**config.mk**
```make
export PLATFORM = sky130hd
export DESIGN_NAME = deadline_ordered_timer_queue_unit
export DESIGN_NICKNAME = d
export VERILOG_FILES = /design/src/rtl/core/dotq_pkg.sv /design/src/rtl/core/deadline_ordered_timer_queue_unit.sv /design/src/rtl/core/dotq_cell.sv
export SDC_FILE = /design/constraint.sdc
export NUM_CORES = 2
export LEC_CHECK = 0
export BUFFER_PORTS_ARGS = -buffer_cell sky130_fd_sc_hd__buf_2
export CAP_MARGIN = 40
export CORE_ASPECT_RATIO = 0.8
export CORE_MARGIN = 5
export CORE_UTILIZATION = 58
export CTS_CLUSTER_SIZE = 24
export DETAILED_ROUTE_END_ITERATION = 8
export GPL_TIMING_DRIVEN = 0
export PLACE_DENSITY = 0.77
export SETUP_SLACK_MARGIN = 0.2
export SYNTH_ARGS = -nofsm -noshare
export SYNTH_HDL_FRONTEND = slang
export SYNTH_SLANG_ARGS = --single-unit
```
**constraint.sdc**
```tcl
create_clock -name clk_i -period 7.49 [get_ports clk_i]
set_input_delay 0.3745 -clock clk_i [delete_from_list [all_inputs] [get_ports clk_i]]
set_output_delay 0.3745 -clock clk_i [all_outputs]
set_load 0.03 [all_outputs]
```
**src/rtl/core/dotq_pkg.sv**
```systemverilog
`timescale 1ns / 1ps
// Shared types and constants for the deadline-ordered timer queue.
// Depends on nothing; every other file of the block imports it.
package dotq_pkg;

  localparam int TASK_BITS   = 8;
  localparam int TIME_BITS   = 48;
  localparam int TMO_BITS    = 31;
  localparam int MAX_RESULTS = 16;
  localparam int POP_BITS    = $clog2(MAX_RESULTS + 1);

  localparam logic OP_SCHEDULE = 1'b0;
  localparam logic OP_FIRE     = 1'b1;

  typedef struct packed {
    logic                 op;
    logic [TASK_BITS-1:0] task_id;
    logic [TMO_BITS-1:0]  timeout_ms;
    logic [TIME_BITS-1:0] now_ms;
  } cmd_t;

  typedef struct packed {
    logic                 task_valid;
    logic [TASK_BITS-1:0] ready_task;
    logic                 rearm;
    logic [TIME_BITS-1:0] next_delay_ms;
    logic                 armed;
    logic                 rejected;
    logic                 last;
  } res_t;

  typedef struct packed {
    logic [TIME_BITS-1:0] dl;
    logic [TASK_BITS-1:0] tid;
  } entry_t;

  typedef struct packed {
    logic ins;
    logic pop;
  } cell_ctl_t;

endpackage

```
**src/rtl/core/deadline_ordered_timer_queue_unit.sv**
```systemverilog
`timescale 1ns / 1ps
// Deadline-ordered timer queue: top level with sequencer and cell chain.
// Depends on dotq_pkg and dotq_cell.
//
// Usage: drive cmd_i and raise start; a transaction is taken at a rising edge
// with start high and busy low. op schedule adds task_id with deadline
// now_ms + timeout_ms (saturated) into a chain of CAPACITY cells kept in
// deadline order, ties in arrival order. op fire releases due tasks from the
// head of the chain, one per cycle, at most MAX_RESULTS per transaction.
// Each result appears on res_o for one cycle with res_valid_o high; the
// receiver cannot stall, so results are never held. The final result of a
// transaction has last set and carries the timer report.
// Sequence: a schedule registers the saturated deadline, then inserts it
// across all cells at once in ST_INS; a fire releases one task per cycle
// from the head by a single pop in ST_POP. A result is registered and shows
// in the cycle after the cycle that computed it; busy drops in that cycle,
// so the next transaction can overlap the result output.
// Reset clears the fill count, the armed flag and the sequencer; cell
// contents are not cleared, since only slots below the fill count are used.
module deadline_ordered_timer_queue_unit #(
  parameter int CAPACITY = 16
) (
  input  logic             clk_i,
  input  logic             rst_ni,
  input  logic             start,
  input  dotq_pkg::cmd_t   cmd_i,
  output logic             busy,
  output logic             res_valid_o,
  output dotq_pkg::res_t   res_o
);
  import dotq_pkg::*;

  localparam int CW = $clog2(CAPACITY + 1);

  typedef enum logic [2:0] {
    ST_IDLE = 3'b001,
    ST_INS  = 3'b010,
    ST_POP  = 3'b100
  } state_e;

  state_e state_q, state_d;

  logic [CW-1:0]        cnt_q, cnt_d;
  logic                 armed_q, armed_d;
  logic [POP_BITS-1:0]  pop_cnt_q, pop_cnt_d;
  logic                 few_q, few_d;
  logic [TIME_BITS-1:0] dl_q, dl_d;
  logic [TIME_BITS-1:0] now_q, now_d;
  logic [TASK_BITS-1:0] tid_q, tid_d;
  res_t                 res_q, res_d;
  logic                 res_valid_q, res_valid_d;

  cell_ctl_t            ctl;
  logic [TIME_BITS-1:0] key;
  entry_t               entry_w [CAPACITY];
  logic [CAPACITY-1:0]  gt_w;
  entry_t               new_entry;

  logic [TIME_BITS:0]   sum_w;
  logic [TIME_BITS-1:0] new_sub, head_sub, sec_sub;
  logic                 head_later;
  logic                 all_due;
  logic [CW-1:0]        rem;
  logic                 head_due, next_due;

  assign new_entry = '{dl: dl_q, tid: tid_q};

  // Cell chain: cell 0 is the head (earliest deadline).
  for (genvar i = 0; i < CAPACITY; i++) begin : g_cell
    entry_t prev_e, next_e;
    logic   prev_gt;
    if (i == 0) begin : g_head
      assign prev_e  = '0;
      assign prev_gt = 1'b0;
    end else begin : g_body
      assign prev_e  = entry_w[i-1];
      assign prev_gt = gt_w[i-1];
    end
    if (i == CAPACITY - 1) begin : g_tail
      assign next_e = '0;
    end else begin : g_mid
      assign next_e = entry_w[i+1];
    end
    dotq_cell u_cell (
      .clk_i     (clk_i),
      .ctl_i     (ctl),
      .key_i     (key),
      .new_i     (new_entry),
      .occ_i     (cnt_q > CW'(i)),
      .prev_gt_i (prev_gt),
      .prev_i    (prev_e),
      .next_i    (next_e),
      .entry_o   (entry_w[i]),
      .gt_o      (gt_w[i])
    );
  end

  // Saturating deadline add at accept time.
  assign sum_w = {1'b0, cmd_i.now_ms} + (TIME_BITS + 1)'(cmd_i.timeout_ms);

  // Delay candidates, computed in parallel with the chain compares.
  assign new_sub    = dl_q - now_q;
  assign head_sub   = entry_w[0].dl - now_q;
  assign sec_sub    = entry_w[1].dl - now_q;
  assign head_later = entry_w[0].dl > now_q;

  // During a fire the key is now, so no occupied cell later than now means
  // every stored task is due.
  assign all_due  = ~|gt_w;
  assign rem      = cnt_q - CW'(1);
  assign head_due = (cnt_q != '0) && (pop_cnt_q < POP_BITS'(MAX_RESULTS)) && !gt_w[0];
  assign next_due = (rem != '0) && (pop_cnt_q < POP_BITS'(MAX_RESULTS - 1)) && !gt_w[1];

  // Compare against the new deadline while inserting, against now otherwise.
  assign key = (state_q == ST_INS) ? dl_q : now_q;

  always_comb begin
    state_d     = state_q;
    cnt_d       = cnt_q;
    armed_d     = armed_q;
    pop_cnt_d   = pop_cnt_q;
    few_d       = few_q;
    dl_d        = dl_q;
    now_d       = now_q;
    tid_d       = tid_q;
    ctl         = '0;
    res_d       = '0;
    res_valid_d = 1'b0;

    unique case (state_q)
      ST_IDLE: begin
        if (start) begin
          // Capture the transaction and the saturated deadline.
          dl_d      = sum_w[TIME_BITS] ? '1 : sum_w[TIME_BITS-1:0];
          now_d     = cmd_i.now_ms;
          tid_d     = cmd_i.task_id;
          few_d     = int'(cnt_q) <= MAX_RESULTS;
          pop_cnt_d = '0;
          state_d   = (cmd_i.op == OP_FIRE) ? ST_POP : ST_INS;
        end
      end

      ST_INS: begin
        res_valid_d = 1'b1;
        res_d.last  = 1'b1;
        state_d     = ST_IDLE;
        if (cnt_q == CW'(CAPACITY)) begin
          // Drop the schedule; state holds.
          res_d.rejected = 1'b1;
          res_d.armed    = armed_q;
        end else begin
          ctl.ins = 1'b1;
          cnt_d   = cnt_q + CW'(1);
          // gt_w[0] means the new deadline is earlier than the stored head.
          if (!armed_q || (cnt_q == '0) || gt_w[0]) begin
            armed_d     = 1'b1;
            res_d.rearm = 1'b1;
            if ((cnt_q == '0) || gt_w[0]) begin
              res_d.next_delay_ms = new_sub;
            end else begin
              res_d.next_delay_ms = head_later ? head_sub : '0;
            end
          end
          res_d.armed = armed_d;
        end
      end

      ST_POP: begin
        res_valid_d = 1'b1;
        if (head_due) begin
          // Release the head and shift the chain forward.
          ctl.pop          = 1'b1;
          cnt_d            = rem;
          pop_cnt_d        = pop_cnt_q + POP_BITS'(1);
          res_d.task_valid = 1'b1;
          res_d.ready_task = entry_w[0].tid;
          if (!next_due) begin
            res_d.last          = 1'b1;
            res_d.rearm         = (rem != '0);
            res_d.next_delay_ms = ((rem != '0) && gt_w[1]) ? sec_sub : '0;
            res_d.armed         = (rem != '0);
            armed_d             = (rem != '0);
            state_d             = ST_IDLE;
          end else begin
            res_d.armed = !(few_q && all_due);
          end
        end else begin
          // Nothing due: one report result.
          res_d.last          = 1'b1;
          res_d.rearm         = (cnt_q != '0);
          res_d.next_delay_ms = ((cnt_q != '0) && gt_w[0]) ? head_sub : '0;
          res_d.armed         = (cnt_q != '0);
          armed_d             = (cnt_q != '0);
          state_d             = ST_IDLE;
        end
      end

      default: begin
        state_d = ST_IDLE;
      end
    endcase
  end

  // Control state.
  always_ff @(posedge clk_i or negedge rst_ni) begin
    if (!rst_ni) begin
      state_q     <= ST_IDLE;
      cnt_q       <= '0;
      armed_q     <= 1'b0;
      pop_cnt_q   <= '0;
      few_q       <= 1'b0;
      res_valid_q <= 1'b0;
    end else begin
      state_q     <= state_d;
      cnt_q       <= cnt_d;
      armed_q     <= armed_d;
      pop_cnt_q   <= pop_cnt_d;
      few_q       <= few_d;
      res_valid_q <= res_valid_d;
    end
  end

  // Payload registers.
  always_ff @(posedge clk_i) begin
    dl_q  <= dl_d;
    now_q <= now_d;
    tid_q <= tid_d;
    res_q <= res_d;
  end

  assign busy        = (state_q != ST_IDLE);
  assign res_valid_o = res_valid_q;
  assign res_o       = res_q;

  // Fill count never exceeds the chain length.
  a_cnt_bound: assert property (@(posedge clk_i) disable iff (!rst_ni)
    int'(cnt_q) <= CAPACITY)
    else $error("fill count above capacity");

  // The timer is armed exactly when tasks are pending.
  a_armed_cnt: assert property (@(posedge clk_i) disable iff (!rst_ni)
    armed_q == (cnt_q != '0))
    else $error("armed flag disagrees with fill count");

  // The final result of a transaction coincides with the sequencer going idle.
  a_last_idle: assert property (@(posedge clk_i) disable iff (!rst_ni)
    res_valid_o |-> (res_o.last == !busy))
    else $error("last flag out of step with sequencer");

  // A rejected schedule releases nothing and ends the transaction.
  a_reject: assert property (@(posedge clk_i) disable iff (!rst_ni)
    (res_valid_o && res_o.rejected) |-> (!res_o.task_valid && res_o.last && !res_o.rearm))
    else $error("malformed reject result");

  // An accepted transaction always leaves the sequencer busy in the cycle after it is taken.
  a_accept_busy: assert property (@(posedge clk_i) disable iff (!rst_ni)
    (start && !busy) |=> busy)
    else $error("accepted transaction not started");

endmodule

```
**src/rtl/core/dotq_cell.sv**
```systemverilog
`timescale 1ns / 1ps
// One slot of the sorted deadline chain: holds an entry, compares it with the
// broadcast key, shifts toward the tail on insert and toward the head on pop.
// Depends on dotq_pkg.
module dotq_cell (
  input  logic                        clk_i,
  input  dotq_pkg::cell_ctl_t         ctl_i,
  input  logic [dotq_pkg::TIME_BITS-1:0] key_i,
  input  dotq_pkg::entry_t            new_i,
  input  logic                        occ_i,
  input  logic                        prev_gt_i,
  input  dotq_pkg::entry_t            prev_i,
  input  dotq_pkg::entry_t            next_i,
  output dotq_pkg::entry_t            entry_o,
  output logic                        gt_o
);
  import dotq_pkg::*;

  entry_t entry_q, entry_d;

  // occupied and strictly later than the key
  assign gt_o = occ_i && (entry_q.dl > key_i);

  always_comb begin
    entry_d = entry_q;
    if (ctl_i.ins) begin
      if (prev_gt_i) begin
        entry_d = prev_i;
      end else if (gt_o || !occ_i) begin
        entry_d = new_i;
      end
    end else if (ctl_i.pop) begin
      entry_d = next_i;
    end
  end

  always_ff @(posedge clk_i) begin
    entry_q <= entry_d;
  end

  assign entry_o = entry_q;

endmodule

```
* Word-level counts from Yosys, hierarchy flattened
Cells that the tools add are included.
Cells by class: $add $sub $neg 7, $lt $le $gt $ge 36, equal/unequal tests 25, multiplexer cells 100, reductions and logical operators 93
Operators by type and width (number):
- $mux 56 | 63
- $gt 48x48->1 | 17
- $mux 48 | 5
- $mux 49 | 3
- $sub 48x48->48 | 3
- $pmux 50 s2 | 1
- $mux 50 | 1
- $add 48x31->49 | 1
- $ne 3x1->1 const B | 16
- $gt 5x4->1 const B | 8
- $reduce_and 2->1 | 20
- $logic_and 1x1->1 | 23
- $logic_not 1->1 | 21
- $gt 5x3->1 const B | 4
- $mux 5 | 4
- $pmux 5 s2 | 2
- $logic_or 1x1->1 | 19
- $reduce_or 16->1 | 1
- $mux 1 | 13
- $mux 3 | 4
- $add 5x1->5 const B | 2
- $gt 5x1->1 const B | 2
- $gt 5x2->1 const B | 2
- $reduce_bool 5->1 | 2
- 18 further kinds | 24
Storage, ports and cells: flip-flop bits (word level) 1077, input bits 91, output and inout bits 63, logic and storage cells 309

* Logic depth before layout (Yosys ltp)
word-level depth 11, gate-level depth with buffers 20, gate-level depth less buffers 16

* Modules after synthesis
From an unflattened synthesis, not the netlist that was laid out.
Unflattened totals: cell total of the unflattened synthesis 8878, area total of the unflattened synthesis 82536.7 um2
By module, submodules not included:
- dotq_cell (g_cell[0].u_cell ...) | times used 14, cells an instance 421, area each 4076.4 um2, seq. area each 1681.6 um2
- deadline_ordered_timer_queue_unit | times used 1, cells an instance 2126, area each 17187.7 um2, seq. area each 4745.8 um2
- dotq_cell (g_cell[9].u_cell) | times used 1, cells an instance 431, area each 4156.5 um2, seq. area each 1681.6 um2
- dotq_cell (g_cell[8].u_cell) | times used 1, cells an instance 427, area each 4122.7 um2, seq. area each 1681.6 um2

* Least setup slack after synthesis
No wires, ideal clock.
kind register to register, start point reg state_q[2], end point reg g_cell[10].u_cell.entry_q (netlist bit g_cell[10].u_cell.entry_o[0]), enable pin, setup time 0.488 ns, data arrival time 7.671 ns, data required time 7.002 ns, slack -0.670 ns, cell stages (with the launch flop) 19, path buffers 3, period minus slack after synthesis 8.160 ns, cells stage by stage dfrtp_1 > nor3b_1 > clkbuf_1 > clkbuf_1 > nor2_1 > a21oi_1 > ha_1 > and3_1 > a221o_1 > a221oi_1 > o211ai_1 > nor4b_1 > nor2_1 > nor2_2 > nand2_2 > inv_2 > nor2_1 > buf_2 > a21oi_1
Between the ends: word-level cells in the longest chain between the ends 10, elaborated cells on any way between the ends 18, those cells by class order compare (3); eq/ne (3); mux (4); reduce/logical (8)
Ends and longest elaborated chain:
- start, declared | line deadline_ordered_timer_queue_unit.sv:41 | state_e state_q, state_d;
- start signal, assigned | line deadline_ordered_timer_queue_unit.sv:214 | state_q <= state_d;
- $eq 3x2->1 | line deadline_ordered_timer_queue_unit.sv:115, deadline_ordered_timer_queue_unit.sv:130
- $mux 48 | line deadline_ordered_timer_queue_unit.sv:115 | assign key = (state_q == ST_INS) ? dl_q : now_q;
- $gt 48x48->1 | line dotq_cell.sv:22 | assign gt_o = occ_i && (entry_q.dl > key_i);
- $logic_and 1x1->1 | line dotq_cell.sv:22
- $logic_not 1->1 | line deadline_ordered_timer_queue_unit.sv:111 | assign head_due = (cnt_q != '0) && (pop_cnt_q < POP_BITS'(MAX_RESULTS)) && !gt_w[0];
- $logic_and 1x1->1 | line deadline_ordered_timer_queue_unit.sv:111
- $mux 1 | line deadline_ordered_timer_queue_unit.sv:170 | if (head_due) begin
- $mux 1 | line deadline_ordered_timer_queue_unit.sv:130 | unique case (state_q)
- $reduce_bool 2->1 (no source line)
- $reduce_and 2->1 (no source line) (*)
- end signal, assigned | line dotq_cell.sv:38 | entry_q <= entry_d;
- end, declared | line dotq_cell.sv:19 | entry_t entry_q, entry_d;
Every way passes the cells marked *; elsewhere a longest branch is shown, timed or not. A chain may end at the register's enable or synchronous reset.

* Worst setup path after layout
start point reg dl_q[47], end point reg g_cell[10].u_cell.entry_q (netlist bit g_cell[10].u_cell.entry_o[37]), enable pin
Between the ends: word-level cells in the longest chain between the ends 9, elaborated cells on any way between the ends 15, those cells by class order compare (3); eq/ne (1); mux (3); reduce/logical (8)
Ends and longest elaborated chain:
- start, declared | line deadline_ordered_timer_queue_unit.sv:47 | logic [TIME_BITS-1:0] dl_q, dl_d;
- start signal, assigned | line deadline_ordered_timer_queue_unit.sv:225 | dl_q <= dl_d;
- $mux 48 (*) | line deadline_ordered_timer_queue_unit.sv:115
- $gt 48x48->1 | line dotq_cell.sv:22
- $logic_and 1x1->1 | line dotq_cell.sv:22
- $logic_not 1->1 | line deadline_ordered_timer_queue_unit.sv:111
- $logic_and 1x1->1 | line deadline_ordered_timer_queue_unit.sv:111
- $mux 1 | line deadline_ordered_timer_queue_unit.sv:170
- $mux 1 | line deadline_ordered_timer_queue_unit.sv:130
- $reduce_bool 2->1 (no source line)
- $reduce_and 2->1 (no source line) (*)
Marks and branches as above.

==> flow_summary.json <==
{
  "status": "completed",
  "synth-seq-cells": 1077,
  "crit_type": "reg -> reg",
  "rsz0062_at_grt": "no",
  "period_needed_ns": 7.307,
  "place_congestion": 1.049,
  "setup_viol": 0,
  "cts_tree": "done",
  "drive_above_1_share_pct": 8.164,
  "fillerInstances": 11030,
  "multi_input_area_um2": 44970,
  "antenna_found_initial": 9,
  "ir_drop_mv": 0.2460,
  "p_leak_nw": 38.59,
  "pre_cts_ws_ns": -1.242,
  "drt-wirelength-per-cell_um": 29.26,
  "hold_viol_final": 0,
  "path_clk_slew_ns": 0.08,
  "cts_root_buf": "clkbuf_16",
  "ys_seq_area_share_pct": 40.17,
  "coreArea_um2": 135500,
  "async_reset_ff_share_pct": 1.486,
  "htree_levels": 3,
  "synth_cell_types": 95,
  "endpoint_kind": "flop",
  "grtUsageTotal_pct": 40.67,
  "ff_latch_area_um2": 31650,
  "arrival_ns": 7.79,
  "grt_first_pass_wirelength_um": 436700,
  "power_density_nw_per_um2": 272.1,
  "ioPinCount": 154,
  "drtIter0Drc": 10300,
  "die_h_um": 339.7,
  "die_area_um2": 143400,
  "vias_per_cell": 6.810,
  "synth_area_um2": 78800,
  "io_buffers": 153,
  "worstPathRequired_ns": 7.97,
  "skew_ns": 0.04339,
  "start_util_pct": 58.16,
  "finalMaxSlewViolations": 0,
  "rows": 121,
  "syn-num-nets": 9106,
  "slew_headroom_pct": 26.05,
  "nNetsFinal": 9597,
  "synth_warnings": 0,
  "globalRoute.totalOverflow": 0,
  "drcViolationCount": 0,
  "synth-main-ff-cell": "edfxtp_1",
  "max_cap_viol_count": 0,
  "vias": 71290,
  "syn_inst": 8095,
  "cts_sinks": 1077,
  "ant_nets": 0,
  "clock.fmax_mhz": 136.9,
  "avgSynthCellArea_um2": 9.735,
  "grt_pass1_vias": 67120,
  "clockBufferDepth": 3,
  "start_kind": "flop",
  "final_common_cell": "nand2_1",
  "drt-total-wl_um": 306300,
  "cts_buffers": 114,
  "firstDrtPassIters": 7,
  "hpwl_um": 249000,
  "area_growth_syn_to_layout_pct": 12.55,
  "final_cell_mix": "nand2_1, edfxtp_1, o21ai_0",
  "worst_pin_slew_ns": 1.109,
  "synth_edf_count": 1000,
  "clock_latency_ns": 0.80,
  "power.total_mw": 24.14,
  "worstHoldPathType": "in -> reg",
  "min_period_over_period_pct": 97.55,
  "grt_max_degree": 71,
  "layout_setup_ws_ns": 0.1833,
  "die_x_um": 422.1,
  "worstPathMaxFanout": 26
}
==> metal layers <==
metal	track usage (%)	vias up	routed length [µm]
met5	0	-	38
met4	13.35	6	11860
met3	13.23	623	43050
met2	56.49	4694	122700
met1	59.71	34740	128700
li1	-	31230	-
==> stage by stage <==
step	cell area (µm²)	TNS, ns	util [%]	hold WS (ns)	instances
2_1_floorplan	78800	-462.57	-	0.07891	8095
3_3_place_gp	81800	-5942.68	60.37	0.3669	10030
3_5_place_dp	83840	-684.97	61.88	0.3636	10160
4_1_cts	88460	0	65.29	0.04308	10450
5_1_grt	88690	0	65.45	0.1081	10470
6_report	88690	0	65.45	0.08313	10470
==> power breakdown <==
group	internal (mW)	total, mW	switching [mW]
Sequential	7.37	7.84	0.472
Combinational	3.70	10.3	6.61
Clock	3.27	5.98	2.71
Total	14.3	24.1	9.80
==> synth_stat cells, drive strengths merged, types with 54 or more instances <==
cell type	instances	area [µm²]
nand2	1216	4567
o21ai	1045	5230
edfxtp	1000	30030
ha	916	11460
mux2i	837	8391
a21oi	471	2361
clkbuf	378	1419
nor2	357	1350
a21o	240	1802
nand4	164	1026
inv	154	578.1
xnor2	129	1130
nand3	119	595.6
buf	108	663.1
nor3	85	441.7
xor2	72	630.6
dfxtp	61	1221
nor2b	54	337.8
==> repair_timing <==
item                       CTS  global route
hold endpoints to repair    92             0
setup endpoints to repair  956           878
resized for setup           14            13
setup buffers               14             4
pin swaps                    4             2
hold buffers                59             0
gates cloned                 3             0
==> path summary, 6_finish.rpt <==
path	cells past startpoint	slack, ns	to	start
max in group asynchronous	2	7.00	cnt_q[0]$_DFFE_PN0P_	rst_ni
max reg2reg	19	0.18	g_cell[10].u_cell.entry_o[37]$_DFFE_PP_	dl_q[47]$_SDFFCE_PP1P_
min	4	0.08	dl_q[3]$_SDFFCE_PP1P_	cmd_i[51]
max	19	0.18	g_cell[10].u_cell.entry_o[37]$_DFFE_PP_	dl_q[47]$_SDFFCE_PP1P_
min reg2reg	1	0.52	res_o[55]$_SDFF_PN0_	g_cell[0].u_cell.entry_o[3]$_DFFE_PP_
min in group asynchronous	2	0.11	armed_q$_DFFE_PN0P_	rst_ni
==> state kept, by name, summed over array words and instances (netlist names), 3 cells and up <==
register and cells:
dl_q 48, tid_q 8, res_o 61, g_cell.u_cell.entry_o 896, state_q 3, pop_cnt_q 5, cnt_q 5, now_q 48
==> cell type report <==
class	count	area share [%]
multi-input cells	6381	50.70
flip-flops and latches	1077	35.69
repair buffers	372	3.811
clock buffers	135	3.410
well taps	1783	2.515
plain buffers	486	2.360
clock inverters	80	0.8535
inverters	154	0.6546
diodes	1	0.002822
==> worst max-delay path: stages, from the launching register on <==
cell,delay (ns)
edfxtp_1,0.33
clkbuf_1,0.63
clkbuf_1,0.67
a21oi_2,0.26
ha_1,0.40
nand4_1,0.38
nor4_4,0.54
buf_2,0.26
nand2_1,0.09
or4_1,0.49
o22ai_2,0.44
nor2_1,0.20
nor2_2,0.39
nand2_2,0.25
inv_2,0.25
nor2_2,0.12
buf_8,0.22
buf_4,0.29
a21oi_4,0.44
buf_12,0.26
==> cell families after synthesis <==
kind of cell               after synthesis  share of synthesized area (%)
xor gates and xnor gates               201                          2.234
muxes                                  840                          10.70
AOI/OAI and AO/OA                     2210                          16.39
DFF                                   1077                          40.17
buffers and inverters                  640                          3.376
and+or+nand+nor                       2189                          12.26
adders and majority gates              938                          14.87
(Power assumes the default switching activity.)
